===== config.mk =====
export PLATFORM = sky130hd
export DESIGN_NAME = servo_slew_ramp_controller_flat
export DESIGN_NICKNAME = d
export VERILOG_FILES = /design/src/rtl/ssrc_pkg.sv /design/src/rtl/ssrc_if.sv /design/src/rtl/servo_slew_ramp_controller.sv /design/src/flat_wrapper.sv
export SDC_FILE = /design/constraint.sdc
export NUM_CORES = 1
export LEC_CHECK = 0
export BUFFER_PORTS_ARGS = -buffer_cell sky130_fd_sc_hd__buf_2
export CELL_PAD_IN_SITES_DETAIL_PLACEMENT = 0
export CELL_PAD_IN_SITES_GLOBAL_PLACEMENT = 2
export CORE_MARGIN = 1
export CORE_UTILIZATION = 42
export DETAILED_ROUTE_END_ITERATION = 16
export GPL_TIMING_DRIVEN = 0
export PLACE_DENSITY = 0.83
export SLEW_MARGIN = 0
export SYNTH_ARGS = -nofsm -noshare
export SYNTH_HDL_FRONTEND = slang
export SYNTH_SLANG_ARGS = --single-unit

===== constraint.sdc =====
create_clock -name i_clk -period 16.8 [get_ports i_clk]
set_input_delay 3.36 -clock i_clk [delete_from_list [all_inputs] [get_ports i_clk]]
set_output_delay 3.36 -clock i_clk [all_outputs]
set_load 0.02 [all_outputs]

===== src/rtl/ssrc_pkg.sv =====
package ssrc_pkg;

    localparam int ANGLE_W = 8;
    localparam int STEP_W  = 8;
    localparam int PULSE_W = 12;
    localparam int SETTLE_W = 6;
    localparam int WIDE_W  = 10;

    typedef enum logic {
        KIND_TICK = 1'b0,
        KIND_MOVE = 1'b1
    } t_kind;

    typedef enum logic {
        STATUS_OK   = 1'b0,
        STATUS_BUSY = 1'b1
    } t_status;

    typedef logic signed [ANGLE_W-1:0] t_angle;
    typedef logic        [STEP_W-1:0]  t_step;
    typedef logic        [PULSE_W-1:0] t_pulse;
    typedef logic        [SETTLE_W-1:0] t_settle;
    typedef logic signed [WIDE_W-1:0]  t_wide;

    localparam t_angle  ANGLE_MAX    = 8'sd90;
    localparam t_angle  ANGLE_MIN    = -8'sd90;
    localparam t_step   STEP_RESET   = 8'd1;
    localparam t_pulse  PULSE_SCALE  = 12'd11;
    localparam t_pulse  PULSE_BASE   = 12'd500;
    localparam t_pulse  PULSE_MAX    = 12'd2480;
    localparam t_settle SETTLE_TICKS = 6'd50;

endpackage


===== src/rtl/ssrc_if.sv =====
interface ssrc_in_if;
    logic                valid;
    logic                ready;
    ssrc_pkg::t_kind     kind;
    ssrc_pkg::t_step     step_size;
    ssrc_pkg::t_angle    goal_angle;

    modport source (output valid, kind, step_size, goal_angle, input ready);
    modport sink   (input valid, kind, step_size, goal_angle, output ready);
endinterface

interface ssrc_out_if;
    logic                valid;
    logic                ready;
    ssrc_pkg::t_status   cmd_status;
    logic                busy_res;
    logic                pulse_valid;
    ssrc_pkg::t_pulse    pulse_width_us;
    ssrc_pkg::t_angle    current_angle;

    modport source (output valid, cmd_status, busy_res, pulse_valid, pulse_width_us,
                    current_angle, input ready);
    modport sink   (input valid, cmd_status, busy_res, pulse_valid, pulse_width_us,
                    current_angle, output ready);
endinterface


===== src/rtl/servo_slew_ramp_controller.sv =====
// servo slew ramp controller
// i_cmd carries one request per handshake: a tick (kind 0) or a move
// command (kind 1) with step_size and goal_angle. o_res returns exactly one
// result per request, in order: command status, busy flag, pulse valid,
// pulse width in microseconds and the ramped angle after the request.
// a request is captured in an input register, evaluated against the ramp
// state in one pass of logic, and lands in a result register.
// one request per cycle is sustained while o_res.ready stays high; the input
// register and the ramp state update together, so each request sees the
// state left by the one before.
// when the receiver holds o_res.ready low the result register holds its
// value, the input register fills, and i_cmd.ready drops once both are full.
// synchronous active-low reset empties both registers and sets the ramp
// angle and goal to 0, the step to 1, the settle count to 0 and the block
// to idle.
module servo_slew_ramp_controller (
    input  logic          i_clk,
    input  logic          i_rst_n,
    ssrc_in_if.sink       i_cmd,
    ssrc_out_if.source    o_res
);

    logic                r_in_valid;
    ssrc_pkg::t_kind     r_in_kind;
    ssrc_pkg::t_step     r_in_step;
    ssrc_pkg::t_angle    r_in_goal;

    ssrc_pkg::t_angle    r_ramp;
    ssrc_pkg::t_angle    r_goal;
    ssrc_pkg::t_step     r_step;
    logic                r_busy;
    ssrc_pkg::t_settle   r_settle;

    logic                r_out_valid;
    ssrc_pkg::t_status   r_out_status;
    logic                r_out_busy;
    logic                r_out_pvalid;
    ssrc_pkg::t_pulse    r_out_width;
    ssrc_pkg::t_angle    r_out_angle;

    ssrc_pkg::t_angle    n_ramp;
    ssrc_pkg::t_angle    n_goal;
    ssrc_pkg::t_step     n_step;
    logic                n_busy;
    ssrc_pkg::t_settle   n_settle;
    ssrc_pkg::t_status   n_status;
    logic                n_pvalid;
    ssrc_pkg::t_pulse    n_width;

    logic                w_advance;
    logic                w_in_take;
    ssrc_pkg::t_angle    w_clamped;
    ssrc_pkg::t_wide     w_ramp_x;
    ssrc_pkg::t_wide     w_goal_x;
    ssrc_pkg::t_wide     w_step_x;
    ssrc_pkg::t_wide     w_sum;
    ssrc_pkg::t_wide     w_diff;
    ssrc_pkg::t_settle   w_settle_inc;
    logic signed [8:0]   w_off9;
    ssrc_pkg::t_pulse    w_off;

    assign w_advance = r_in_valid && (!r_out_valid || o_res.ready);
    assign i_cmd.ready = !r_in_valid || w_advance;
    assign w_in_take = i_cmd.valid && i_cmd.ready;

    // ramp arithmetic in a widened signed domain
    assign w_ramp_x = ssrc_pkg::t_wide'(r_ramp);
    assign w_goal_x = ssrc_pkg::t_wide'(r_goal);
    assign w_step_x = ssrc_pkg::t_wide'({2'b00, r_step});
    assign w_sum    = w_ramp_x + w_step_x;
    assign w_diff   = w_ramp_x - w_step_x;
    assign w_settle_inc = r_settle + 6'd1;

    always_comb begin
        if (r_in_goal > ssrc_pkg::ANGLE_MAX) begin
            w_clamped = ssrc_pkg::ANGLE_MAX;
        end else if (r_in_goal < ssrc_pkg::ANGLE_MIN) begin
            w_clamped = ssrc_pkg::ANGLE_MIN;
        end else begin
            w_clamped = r_in_goal;
        end
    end

    always_comb begin
        n_ramp   = r_ramp;
        n_goal   = r_goal;
        n_step   = r_step;
        n_busy   = r_busy;
        n_settle = r_settle;
        n_status = ssrc_pkg::STATUS_OK;
        n_pvalid = 1'b0;
        unique case (r_in_kind)
            ssrc_pkg::KIND_MOVE: begin
                if (r_busy) begin
                    n_status = ssrc_pkg::STATUS_BUSY;
                end else begin
                    n_goal = w_clamped;
                    n_step = r_in_step;
                    n_busy = 1'b1;
                end
            end
            ssrc_pkg::KIND_TICK: begin
                n_pvalid = 1'b1;
                if (r_ramp == r_goal) begin
                    if (!r_busy) begin
                        n_pvalid = 1'b0;
                    end else if (w_settle_inc == ssrc_pkg::SETTLE_TICKS) begin
                        n_settle = '0;
                        n_busy   = 1'b0;
                    end else begin
                        n_settle = w_settle_inc;
                    end
                end else if (r_ramp < r_goal) begin
                    n_ramp = (w_sum < w_goal_x) ? w_sum[7:0] : r_goal;
                end else begin
                    n_ramp = (w_diff > w_goal_x) ? w_diff[7:0] : r_goal;
                end
            end
            default: begin
                n_status = ssrc_pkg::STATUS_OK;
            end
        endcase
    end

    // pulse width from the updated angle
    assign w_off9 = 9'(n_ramp) + 9'sd90;
    assign w_off  = {4'b0000, w_off9[7:0]};
    always_comb begin
        if (n_pvalid) begin
            n_width = w_off * ssrc_pkg::PULSE_SCALE + ssrc_pkg::PULSE_BASE;
        end else begin
            n_width = '0;
        end
    end

    always_ff @(posedge i_clk) begin
        if (!i_rst_n) begin
            r_in_valid <= 1'b0;
        end else if (w_in_take) begin
            r_in_valid <= 1'b1;
        end else if (w_advance) begin
            r_in_valid <= 1'b0;
        end
    end

    always_ff @(posedge i_clk) begin
        if (w_in_take) begin
            r_in_kind <= i_cmd.kind;
            r_in_step <= i_cmd.step_size;
            r_in_goal <= i_cmd.goal_angle;
        end
    end

    always_ff @(posedge i_clk) begin
        if (!i_rst_n) begin
            r_ramp   <= '0;
            r_goal   <= '0;
            r_step   <= ssrc_pkg::STEP_RESET;
            r_busy   <= 1'b0;
            r_settle <= '0;
        end else if (w_advance) begin
            r_ramp   <= n_ramp;
            r_goal   <= n_goal;
            r_step   <= n_step;
            r_busy   <= n_busy;
            r_settle <= n_settle;
        end
    end

    always_ff @(posedge i_clk) begin
        if (!i_rst_n) begin
            r_out_valid <= 1'b0;
        end else if (w_advance) begin
            r_out_valid <= 1'b1;
        end else if (o_res.ready) begin
            r_out_valid <= 1'b0;
        end
    end

    always_ff @(posedge i_clk) begin
        if (w_advance) begin
            r_out_status <= n_status;
            r_out_busy   <= n_busy;
            r_out_pvalid <= n_pvalid;
            r_out_width  <= n_width;
            r_out_angle  <= n_ramp;
        end
    end

    assign o_res.valid          = r_out_valid;
    assign o_res.cmd_status     = r_out_status;
    assign o_res.busy_res       = r_out_busy;
    assign o_res.pulse_valid    = r_out_pvalid;
    assign o_res.pulse_width_us = r_out_width;
    assign o_res.current_angle  = r_out_angle;

    a_idle_at_goal: assert property (@(posedge i_clk) disable iff (!i_rst_n)
        !r_busy |-> (r_ramp == r_goal && r_settle == '0))
        else $error("idle while away from goal or settle count not clear");

    a_goal_range: assert property (@(posedge i_clk) disable iff (!i_rst_n)
        (r_goal <= ssrc_pkg::ANGLE_MAX && r_goal >= ssrc_pkg::ANGLE_MIN))
        else $error("stored goal outside angle limits");

    a_pulse_range: assert property (@(posedge i_clk) disable iff (!i_rst_n)
        (r_out_valid && r_out_pvalid) |->
        (r_out_width >= ssrc_pkg::PULSE_BASE && r_out_width <= ssrc_pkg::PULSE_MAX
         && r_out_status == ssrc_pkg::STATUS_OK))
        else $error("pulse width out of range or pulse on rejected command");

    a_reject_keeps_state: assert property (@(posedge i_clk) disable iff (!i_rst_n)
        (w_advance && r_in_kind == ssrc_pkg::KIND_MOVE && r_busy) |=>
        ($stable(r_goal) && $stable(r_step) && r_busy))
        else $error("rejected command changed ramp state");

endmodule

===== src/flat_wrapper.sv =====
// flat-port wrapper written by rule: the top's interface ports become plain ports
module servo_slew_ramp_controller_flat 
  (i_clk, i_rst_n, i_cmd_valid, i_cmd_kind, i_cmd_step_size, i_cmd_goal_angle, i_cmd_ready, o_res_valid, o_res_cmd_status, o_res_busy_res, o_res_pulse_valid, o_res_pulse_width_us, o_res_current_angle, o_res_ready);
  ssrc_in_if i_cmd_i ();
  ssrc_out_if o_res_i ();
  input  logic i_clk;
  input  logic i_rst_n;
  input wire logic [$bits(i_cmd_i.valid)-1:0] i_cmd_valid;
  input wire logic [$bits(i_cmd_i.kind)-1:0] i_cmd_kind;
  input wire logic [$bits(i_cmd_i.step_size)-1:0] i_cmd_step_size;
  input wire logic [$bits(i_cmd_i.goal_angle)-1:0] i_cmd_goal_angle;
  output wire logic [$bits(i_cmd_i.ready)-1:0] i_cmd_ready;
  output wire logic [$bits(o_res_i.valid)-1:0] o_res_valid;
  output wire logic [$bits(o_res_i.cmd_status)-1:0] o_res_cmd_status;
  output wire logic [$bits(o_res_i.busy_res)-1:0] o_res_busy_res;
  output wire logic [$bits(o_res_i.pulse_valid)-1:0] o_res_pulse_valid;
  output wire logic [$bits(o_res_i.pulse_width_us)-1:0] o_res_pulse_width_us;
  output wire logic [$bits(o_res_i.current_angle)-1:0] o_res_current_angle;
  input wire logic [$bits(o_res_i.ready)-1:0] o_res_ready;
  assign i_cmd_i.valid = i_cmd_valid;
  assign i_cmd_i.kind = i_cmd_kind;
  assign i_cmd_i.step_size = i_cmd_step_size;
  assign i_cmd_i.goal_angle = i_cmd_goal_angle;
  assign i_cmd_ready = i_cmd_i.ready;
  assign o_res_valid = o_res_i.valid;
  assign o_res_cmd_status = o_res_i.cmd_status;
  assign o_res_busy_res = o_res_i.busy_res;
  assign o_res_pulse_valid = o_res_i.pulse_valid;
  assign o_res_pulse_width_us = o_res_i.pulse_width_us;
  assign o_res_current_angle = o_res_i.current_angle;
  assign o_res_i.ready = o_res_ready;
  servo_slew_ramp_controller u_core (.i_clk(i_clk), .i_rst_n(i_rst_n), .i_cmd(i_cmd_i), .o_res(o_res_i));
endmodule

== Word level (Yosys, flattened, before mapping) ==
Cells that the tools add are included.
Cells by class
  order comparisons: 5
  div/mod/pow operators: 0
  eq/ne operators: 2
  mux-type cells: 19
  reductions and logical operators: 10
  $mul: 1
  $add $sub $neg: 5
  shifts and indexed selects: 0
  bitwise gates (word level): 2
Operators by type and width (count)
  $mux W8: 7
  $add A12 B9 Y12 const B: 1
  $mul A8 B4 Y12 const B: 1
  $add A8 B9 Y10: 1
  $gt A10 B8 Y1: 1
  $lt A10 B8 Y1: 1
  $mux W1: 10
  $sub A8 B9 Y10: 1
  $add A8 B8 Y8 const B: 1
  $eq A8 B8 Y1: 1
  $gt A8 B8 Y1 const B: 1
  $lt A8 B8 Y1: 1
  $lt A8 B8 Y1 const B: 1
  $add A6 B1 Y6 const B: 1
  $eq A6 B6 Y1 const B: 1
  $mux W6: 1
  $reduce_and A4 Y1: 1
  $reduce_bool A2 Y1: 2
  $reduce_and A3 Y1: 1
  $logic_and A1 B1 Y1: 2
  $logic_not A1 Y1: 2
  $logic_or A1 B1 Y1: 2
  $not A1 Y1: 2
  $pmux W1 S2: 1
Storage, ports and cells
  memory bits (writable): 0
  word-level logic and storage cells: 59
  register bits after elaboration: 73
  latch bits: 0
  memories: 0
  bits in read-only memories: 0
  output and inout bits: 25

== Longest topological paths before layout ==
Gate-level depths: netlist (run 1).
  word-level depth: 9
  depth in mapped cells: 37
  depth with buffers taken out: 36

== Worst setup path after synthesis (run 1) ==
OpenSTA, ideal clock, no wires.
  path kind: input -> output
  start point: input port o_res_ready
  end point: output port i_cmd_ready
  stages on the path: 2
  required time: 13440 ps
  path buffers: 0
  data arrival time: 3731 ps
  slack: 9709 ps
  cell sequence: nor2b_1 -> nand2_1
Between the ends
  longest elaborated chain between the ends: 3
RTL lines
  from (decl): line flat_wrapper.sv:19  | input wire logic [$bits(o_res_i.ready)-1:0] o_res_ready;
  $logic_or A1 B1 Y1: line servo_slew_ramp_controller.sv:62  | assign w_advance = r_in_valid && (!r_out_valid || o_res.ready);
  $logic_and A1 B1 Y1: line servo_slew_ramp_controller.sv:62
  $logic_or A1 B1 Y1: line servo_slew_ramp_controller.sv:63  | assign i_cmd.ready = !r_in_valid || w_advance;
  to (decl): line flat_wrapper.sv:12  | output wire logic [$bits(i_cmd_i.ready)-1:0] i_cmd_ready;
No other way between the ends.

== Worst setup path after layout (run 1) ==
  start point: register u_core.r_ramp[2]
  end point: register u_core.r_out_width[11] (netlist: u_core.o_res.pulse_width_us[11]), data pin
Between the ends
  longest elaborated chain between the ends: 9
  elaborated cells between the ends (all ways): 16
  classes of those cells: 4 x add/sub; 1 x mul; 3 x order compare; 1 x eq/ne; 7 x mux
RTL lines
  from (decl): line servo_slew_ramp_controller.sv:28  | ssrc_pkg::t_angle r_ramp;
  from (signal assigned): line servo_slew_ramp_controller.sv:162  | r_ramp <= n_ramp;
  $sub A8 B9 Y10 / $add A8 B9 Y10 (equally long branches): line servo_slew_ramp_controller.sv:71, servo_slew_ramp_controller.sv:70
  $gt A10 B8 Y1 / $lt A10 B8 Y1 (equally long branches): line servo_slew_ramp_controller.sv:116, servo_slew_ramp_controller.sv:114
  $mux W8 (on tied branches): line servo_slew_ramp_controller.sv:116, servo_slew_ramp_controller.sv:114
  $mux W8: line servo_slew_ramp_controller.sv:113  | end else if (r_ramp < r_goal) begin
  $mux W8 *: line servo_slew_ramp_controller.sv:104  | if (r_ramp == r_goal) begin
  $mux W8 *: line servo_slew_ramp_controller.sv:92  | unique case (r_in_kind)
  named net u_core.n_ramp[1]: line servo_slew_ramp_controller.sv:41  | ssrc_pkg::t_angle n_ramp;
  $add A8 B8 Y8 *: line servo_slew_ramp_controller.sv:126  | assign w_off9 = 9'(n_ramp) + 9'sd90;
  $mul A8 B4 Y12 *: line servo_slew_ramp_controller.sv:130  | n_width = w_off * ssrc_pkg::PULSE_SCALE + ssrc_pkg::PULSE_BASE;
  $add A12 B9 Y12 *: line servo_slew_ramp_controller.sv:130
  to (signal assigned): line servo_slew_ramp_controller.sv:185  | r_out_width <= n_width;
  to (decl): line servo_slew_ramp_controller.sv:38  | ssrc_pkg::t_pulse r_out_width;
Mark *: on every way through the listed nets, which the timed path passes. The rest lies on a longest branch.
A chain may end at the register's enable or synchronous reset.

==> run_results.csv, run 1 <==
group,metric,value,unit
run_status,status,"finished clean",
critical_path,cp_top_family,"compound AO/OA/AOI/OAI gates",
clocking,clkLatencyLatePin,0.34,ns
floorplanning,io_pins,46,
sta,fin_crit,8.22,ns
detailed_routing,drtAntennaViolNets,0,
cells_and_area,fillers,1244,
cells_and_area,layout_common_cells,"ha_1, nand2_1, inv_1",
critical_path,cpPeakStageDelay,0.51,ns
synthesis,synth_flop_cell,"edfxtp_1",
critical_path,critPathCaptureType,"flip-flop",
clocking,clock_path_buffers,2,
clocking,hold_buffers,0,
place,hpwl,9990,µm
place,io_buffers,45,
floorplanning,dieArea,13400,µm²
detailed_routing,detail_route.wl_per_cell,15.4,µm
synthesis,synthCells,572,
grt,grt_pass1_wl,20000,µm
place,gp_congestion,0.870,
synthesis,ys_seq_area_frac,0.343,
synthesis,yosys_warnings,0,
cells_and_area,area_growth_syn_to_layout,14.1,%
sta,worstMarginPinSlew,0.756,ns
critical_path,cp.arrival,8.30,ns
place,post-place-ws,8.55,ns
critical_path,crit_buf_inv,5,
place,placed_cell_area,5870,µm²
sta,skew,0.00651,ns
grt,grt_use_met1,0.263,
detailed_routing,vias,4218,
detailed_routing,avgViaCountPerCell,5.24,
clocking,numCtsBuffers,9,
critical_path,slowest_stage,"fa_1",
power_and_ir_drop,power,0.00140,W
floorplanning,die_y,116,µm
cells_and_area,antennaDiodeCount,0,
sta,rsz0062_at_grt,"no",
synthesis,ys_ff_latch,73,
sta,hold_viol,0,
grt,grt_usage,0.198,
grt,gr-usage-met2,0.317,
power_and_ir_drop,p_per_area,226,nW/µm²
synthesis,syn_avg_cell_area,9.49,µm²
detailed_routing,finalWirelength,12400,µm
detailed_routing,drt_iter0_drc,203,
synthesis,synth.distinct_cells,70,
floorplanning,rows,41,
min_path,hp-class,"reg2reg",
synthesis,synth-edff-count,40,
grt,grt_pass1_vias,4076,
min_path,hold_path_depth,2,
clocking,cts_sinks,73,
clocking,ctsHtreeMaxLevel,3,
sta,slew_headroom,0.496,
power_and_ir_drop,p_leak,2.64,nW
floorplanning,core_area,12600,µm²
grt,grt_max_degree,33,
sta,setup_viol,0,
floorplanning,fp.dieW,116,µm
sta,setup_ws,8.58,ns
cells_and_area,drive_gt1_frac,0.139,
sta,timing.fmax,0.122,GHz
synthesis,async_flop_share,0,
sta,setup_tns,0,ns
clocking,post_cts_buffers,0,
synthesis,yosysTopAreaCell,"edfxtp_1",
detailed_routing,firstDrtPassIters,4,
critical_path,worstPathRequired,16.88,ns
critical_path,cp-start-kind,"flip-flop",
cells_and_area,layout_commonest_cell,"ha_1",
critical_path,crit_type,"reg2reg",
grt,grt.busiest_layer,"met2",
grt,met3_usage,0.0429,
synthesis,synth.area.top_cells,"edfxtp_1, ha_1, dfxtp_1",
floorplanning,start_util,0.430,
grt,overflow,0,
critical_path,cp.depth,30,
run,cap_violations,0,
detailed_routing,drc,0,
clocking,cts_tree,"yes",
sta,whs,0.462,ns
clocking,cts-root-buf,"clkbuf_16",
synthesis,syn_area,5430,µm²
grt,antenna_found_initial,0,
synthesis,yosys.area.top_type_share,0.221,
cells_and_area,fin_area,6200,µm²
synthesis,synth_nets,669,
sta,period_share,0.489,
clocking,cts.clk_slew.worst_paths,0.06,ns
power_and_ir_drop,vdd_ir_drop_max,151,µV
critical_path,cp_max_fo,8,
critical_path,r2r_cells,30,
sta,slew_violations,0,
clocking,ctsResizeCount,0,
cells_and_area,fin_nets,725,
-- flip-flops by register name, indices dropped and copies added, names as in the netlist --
| name | count |
|---|---|
| u_core.o_res.valid | 1 |
| u_core.r_in_step | 8 |
| u_core.r_busy | 1 |
| u_core.r_step | 8 |
| u_core.o_res.pulse_width_us | 12 |
| u_core.r_settle | 6 |
| u_core.r_in_goal | 8 |
| u_core.o_res.busy_res | 1 |
| u_core.r_in_valid | 1 |
| u_core.r_in_kind | 1 |
| u_core.o_res.pulse_valid | 1 |
| u_core.o_res.cmd_status | 1 |
| u_core.r_goal | 8 |
| u_core.o_res.current_angle | 8 |
| u_core.r_ramp | 8 |
-- per-layer routing --
metal | up-vias | share of wire
li1 | 2174 | -
met3 | 14 | 0.038
met1 | 1954 | 0.51
met2 | 76 | 0.44
met4 | 0 | 0.019
met5 | - | 0
-- cells in the mapped netlist, drive strengths merged (14+ instances only) --
library cell / number
edfxtp: 40
nor2: 33
o21ai: 23
nor2b: 15
xnor2: 22
inv: 52
dfxtp: 33
nand2: 56
ha: 69
a21boi: 14
a21oi: 37
-- metrics by stage --
stage          cells  utilization
4_1_cts          805        0.491
6_report         805        0.491
3_5_place_dp     789        0.465
2_1_floorplan    572            -
3_3_place_gp     789        0.465
5_1_grt          805        0.491
-- logic make-up after synthesis --
family / after synthesis / share of synthesized area
AO/OA/AOI/OAI: 149 / 0.202
XOR/XNOR: 31 / 0.0539
adder cells (fa/ha/maj): 76 / 0.185
buffers and inverters: 66 / 0.0463
flip-flops: 73 / 0.343
multiplexers: 5 / 0.00968
AND/OR/NAND/NOR: 172 / 0.160
-- worst register-to-register path: cells and delay by family, from the launching register on --
kind	cells	cell delay, ns
buffers and inverters	5	0.70
AOI/OAI and AO/OA	14	3.08
DFF	1	0.50
adders and majority gates	5	1.77
and+or+nand+nor	2	0.52
xor gates and xnor gates	4	1.38
-- worst paths after layout --
kind / from / end / slack, ns
setup / recovery: u_core.r_ramp[2] / u_core.o_res.pulse_width_us[11] / 8.58
hold / removal: u_core.r_goal[5] / u_core.r_goal[5] / 0.46
setup reg to reg: u_core.r_ramp[2] / u_core.o_res.pulse_width_us[11] / 8.58
hold reg to reg: u_core.r_goal[5] / u_core.r_goal[5] / 0.46
-- area by class of cell --
type                       count  area, µm²  share of cell area
inverter                      52        195              0.0315
clock buffer                  11        264              0.0426
tap                          172        215              0.0347
sequential                    73       1860               0.300
multi-input combinational    433       3320               0.535
clock inverter                 5       61.3             0.00989
buffer                        14       57.6             0.00929
timing repair buffer          45        225              0.0363
-- report_power, final --
part | total, W | switching, W | internal [W]
Combinational | 0.000945 | 0.000521 | 0.000424
Clock | 0.000204 | 0.0000757 | 0.000128
Sequential | 0.000248 | 0.0000105 | 0.000238
Note: power is estimated with default switching activity, not from simulation.
==> inputs of run 2 (changes only) <==
CORE_UTILIZATION = 39   (was 42)
PLACE_DENSITY = 0.77   (was 0.83)
clock period = 8.3 ns   (was 16.8 ns; I/O delays follow)
==> run 2 against run 1 <==
Final cell count is 0.75% higher; combinational power is 100% higher; final area hardly changed; utilization is 2.8 points lower; highest routed layer unchanged; critical endpoint unchanged; wire length is 0.53% higher; clock power is 72% higher; non-clock buffer count is 2 higher; flip-flop and latch count stayed put; largest cell class unchanged; worst hold slack better by 0.0018 ns; critical path depth is 2 higher; global-route usage is 1.5 points lower.
==> run_results.csv, run 2 (synthesized netlist as in run 1, its figures left out) <==
group,metric,value,unit
critical_path,slowest_stage,"fa_1",
grt,grt_use_met1,0.252,
power_and_ir_drop,vdd_ir_drop_max,271,µV
grt,antenna_found_initial,0,
grt,gr-usage-met2,0.290,
critical_path,r2r_cells,32,
power_and_ir_drop,power,0.00278,W
floorplanning,rows,42,
grt,met3_usage,0.0304,
critical_path,critPathCaptureType,"flip-flop",
clocking,hold_buffers,0,
detailed_routing,vias,4187,
clocking,cts_sinks,73,
power_and_ir_drop,p_leak,2.65,nW
cells_and_area,layout_commonest_cell,"ha_1",
critical_path,reg2reg_slack,0.51,ns
min_path,min_from,"u_core.r_goal[5]",
detailed_routing,avgViaCountPerCell,5.16,
floorplanning,start_util,0.405,
sta,period_share,0.939,
floorplanning,die_y,120,µm
critical_path,crit_path_start,"u_core.r_step[1]",
critical_path,cp-start-kind,"flip-flop",
detailed_routing,detail_route.wl_per_cell,15.3,µm
cells_and_area,final_util,0.463,
critical_path,reg2reg_to,"u_core.o_res.pulse_width_us[11]",
sta,worstMarginPinSlew,0.751,ns
floorplanning,io_pins,46,
sta,fin_crit,7.79,ns
detailed_routing,drc,0,
grt,overflow,0,
place,hpwl,10100,µm
sta,slew_headroom,0.499,
clocking,cts.clk_slew.worst_paths,0.05,ns
detailed_routing,drtAntennaViolNets,0,
critical_path,cp_max_fo,8,
power_and_ir_drop,p_per_area,448,nW/µm²
sta,slew_violations,0,
clocking,clkLatencyLatePin,0.33,ns
critical_path,crit_type,"reg2reg",
critical_path,r2r-start,"u_core.r_step[1]",
cells_and_area,drive_gt1_frac,0.148,
clocking,clock_path_buffers,2,
detailed_routing,firstDrtPassIters,4,
place,gp_congestion,0.885,
grt,grt_pass1_wl,20400,µm
place,io_buffers,45,
sta,hold_viol,0,
critical_path,cp.arrival,7.85,ns
sta,timing.fmax,0.128,GHz
clocking,numCtsBuffers,9,
clocking,ctsHtreeMaxLevel,3,
min_path,hold_end,"u_core.r_goal[5]",
cells_and_area,antennaDiodeCount,0,
min_path,hp-class,"reg2reg",
sta,skew,0.00644,ns
grt,grt.busiest_layer,"met2",
cells_and_area,fin_nets,727,
run_status,status,"finished clean",
critical_path,cpPeakStageDelay,0.50,ns
floorplanning,core_area,13400,µm²
floorplanning,fp.dieW,120,µm
floorplanning,dieArea,14400,µm²
run,cap_violations,0,
min_path,hold_path_depth,2,
detailed_routing,drt_iter0_drc,203,
critical_path,worstPathRequired,8.36,ns
sta,rsz0062_at_grt,"no",
cells_and_area,area_growth_syn_to_layout,14.2,%
grt,grt_usage,0.183,
cells_and_area,layout_common_cells,"ha_1, nand2_1, inv_1",
sta,setup_viol,0,
clocking,cts_tree,"yes",
cells_and_area,largest_register_ffs,12,
grt,grt_pass1_vias,4094,
grt,grt_max_degree,33,
clocking,cts-root-buf,"clkbuf_16",
detailed_routing,finalWirelength,12400,µm
-- run 2: cell count changes in the layout (fill, tap and decap cells not counted), sizes merged --
cell / delta
buf: +2
bufinv: -1
clkinv: +3
clkinvlp: -3
clkbuf: +1
-- run 2: routing by layer --
metal / part of all wire / wire length (µm)
met1: 0.50 / 6270
met2: 0.44 / 5480
met3: 0.040 / 503
met4: 0.014 / 170
met5: 0 / 0
-- run 2: per-stage QoR --
stage,worst slack (ns),setup TNS [ns],hold slack (ns),std cells,cell area [µm²]
global route,0.00163,0,0.491,811,6200
floorplan,1.33,0,0.433,572,5430
detailed placement,-0.0515,-0.0515,0.462,793,5880
finish,0.509,0,0.464,811,6200
global placement,0.0551,0,0.453,793,5870
CTS,0.0124,0,0.474,809,6160
-- run 2: worst max-delay path: cells and delay by family, from the launching register on --
kind,cells,cell delay [ns]
flops,1,0.44
simple gates,6,1.28
fa+ha+maj,5,1.65
compound gates,12,2.86
xor+xnor,4,0.73
buf+inv,5,0.53
-- run 2: area by class of cell --
| class | instances | area, µm² |
|---|---|---|
| sequential | 73 | 1860 |
| clock buffer | 12 | 256 |
| fill | 1278 | 7200 |
| tap | 176 | 220 |
| multi-input combinational | 433 | 3350 |
| clock inverter | 4 | 17.5 |
| timing repair buffer | 47 | 240 |
| buffer | 14 | 57.6 |
| inverter | 52 | 195 |
-- run 2: timing repair --
item                       in CTS  in global routing
buffers inserted                0                  2
gates cloned                    0                  0
setup endpoints to repair       1                  3
pin swaps                       0                  3
gates resized for setup         1                  6
-- run 2: worst max-delay path by stage --
| stage | end | cells past startpoint |
|---|---|---|
| finish | u_core.o_res.pulse_width_us[11] | 32 |
| global placement | u_core.o_res.pulse_width_us[11] | 30 |
| floorplan | u_core.o_res.pulse_width_us[11] | 30 |
| CTS | u_core.o_res.pulse_width_us[11] | 32 |
| global route | u_core.o_res.pulse_width_us[11] | 36 |
| detailed placement | u_core.o_res.pulse_width_us[11] | 30 |
-- run 2: where the power goes --
| group | total, W | switching [W] | internal, W |
|---|---|---|---|
| Sequential | 0.000503 | 0.0000209 | 0.000482 |
| Combinational | 0.00192 | 0.00106 | 0.000864 |
| Clock | 0.000351 | 0.000136 | 0.000215 |
| Total | 0.00278 | 0.00122 | 0.00156 |
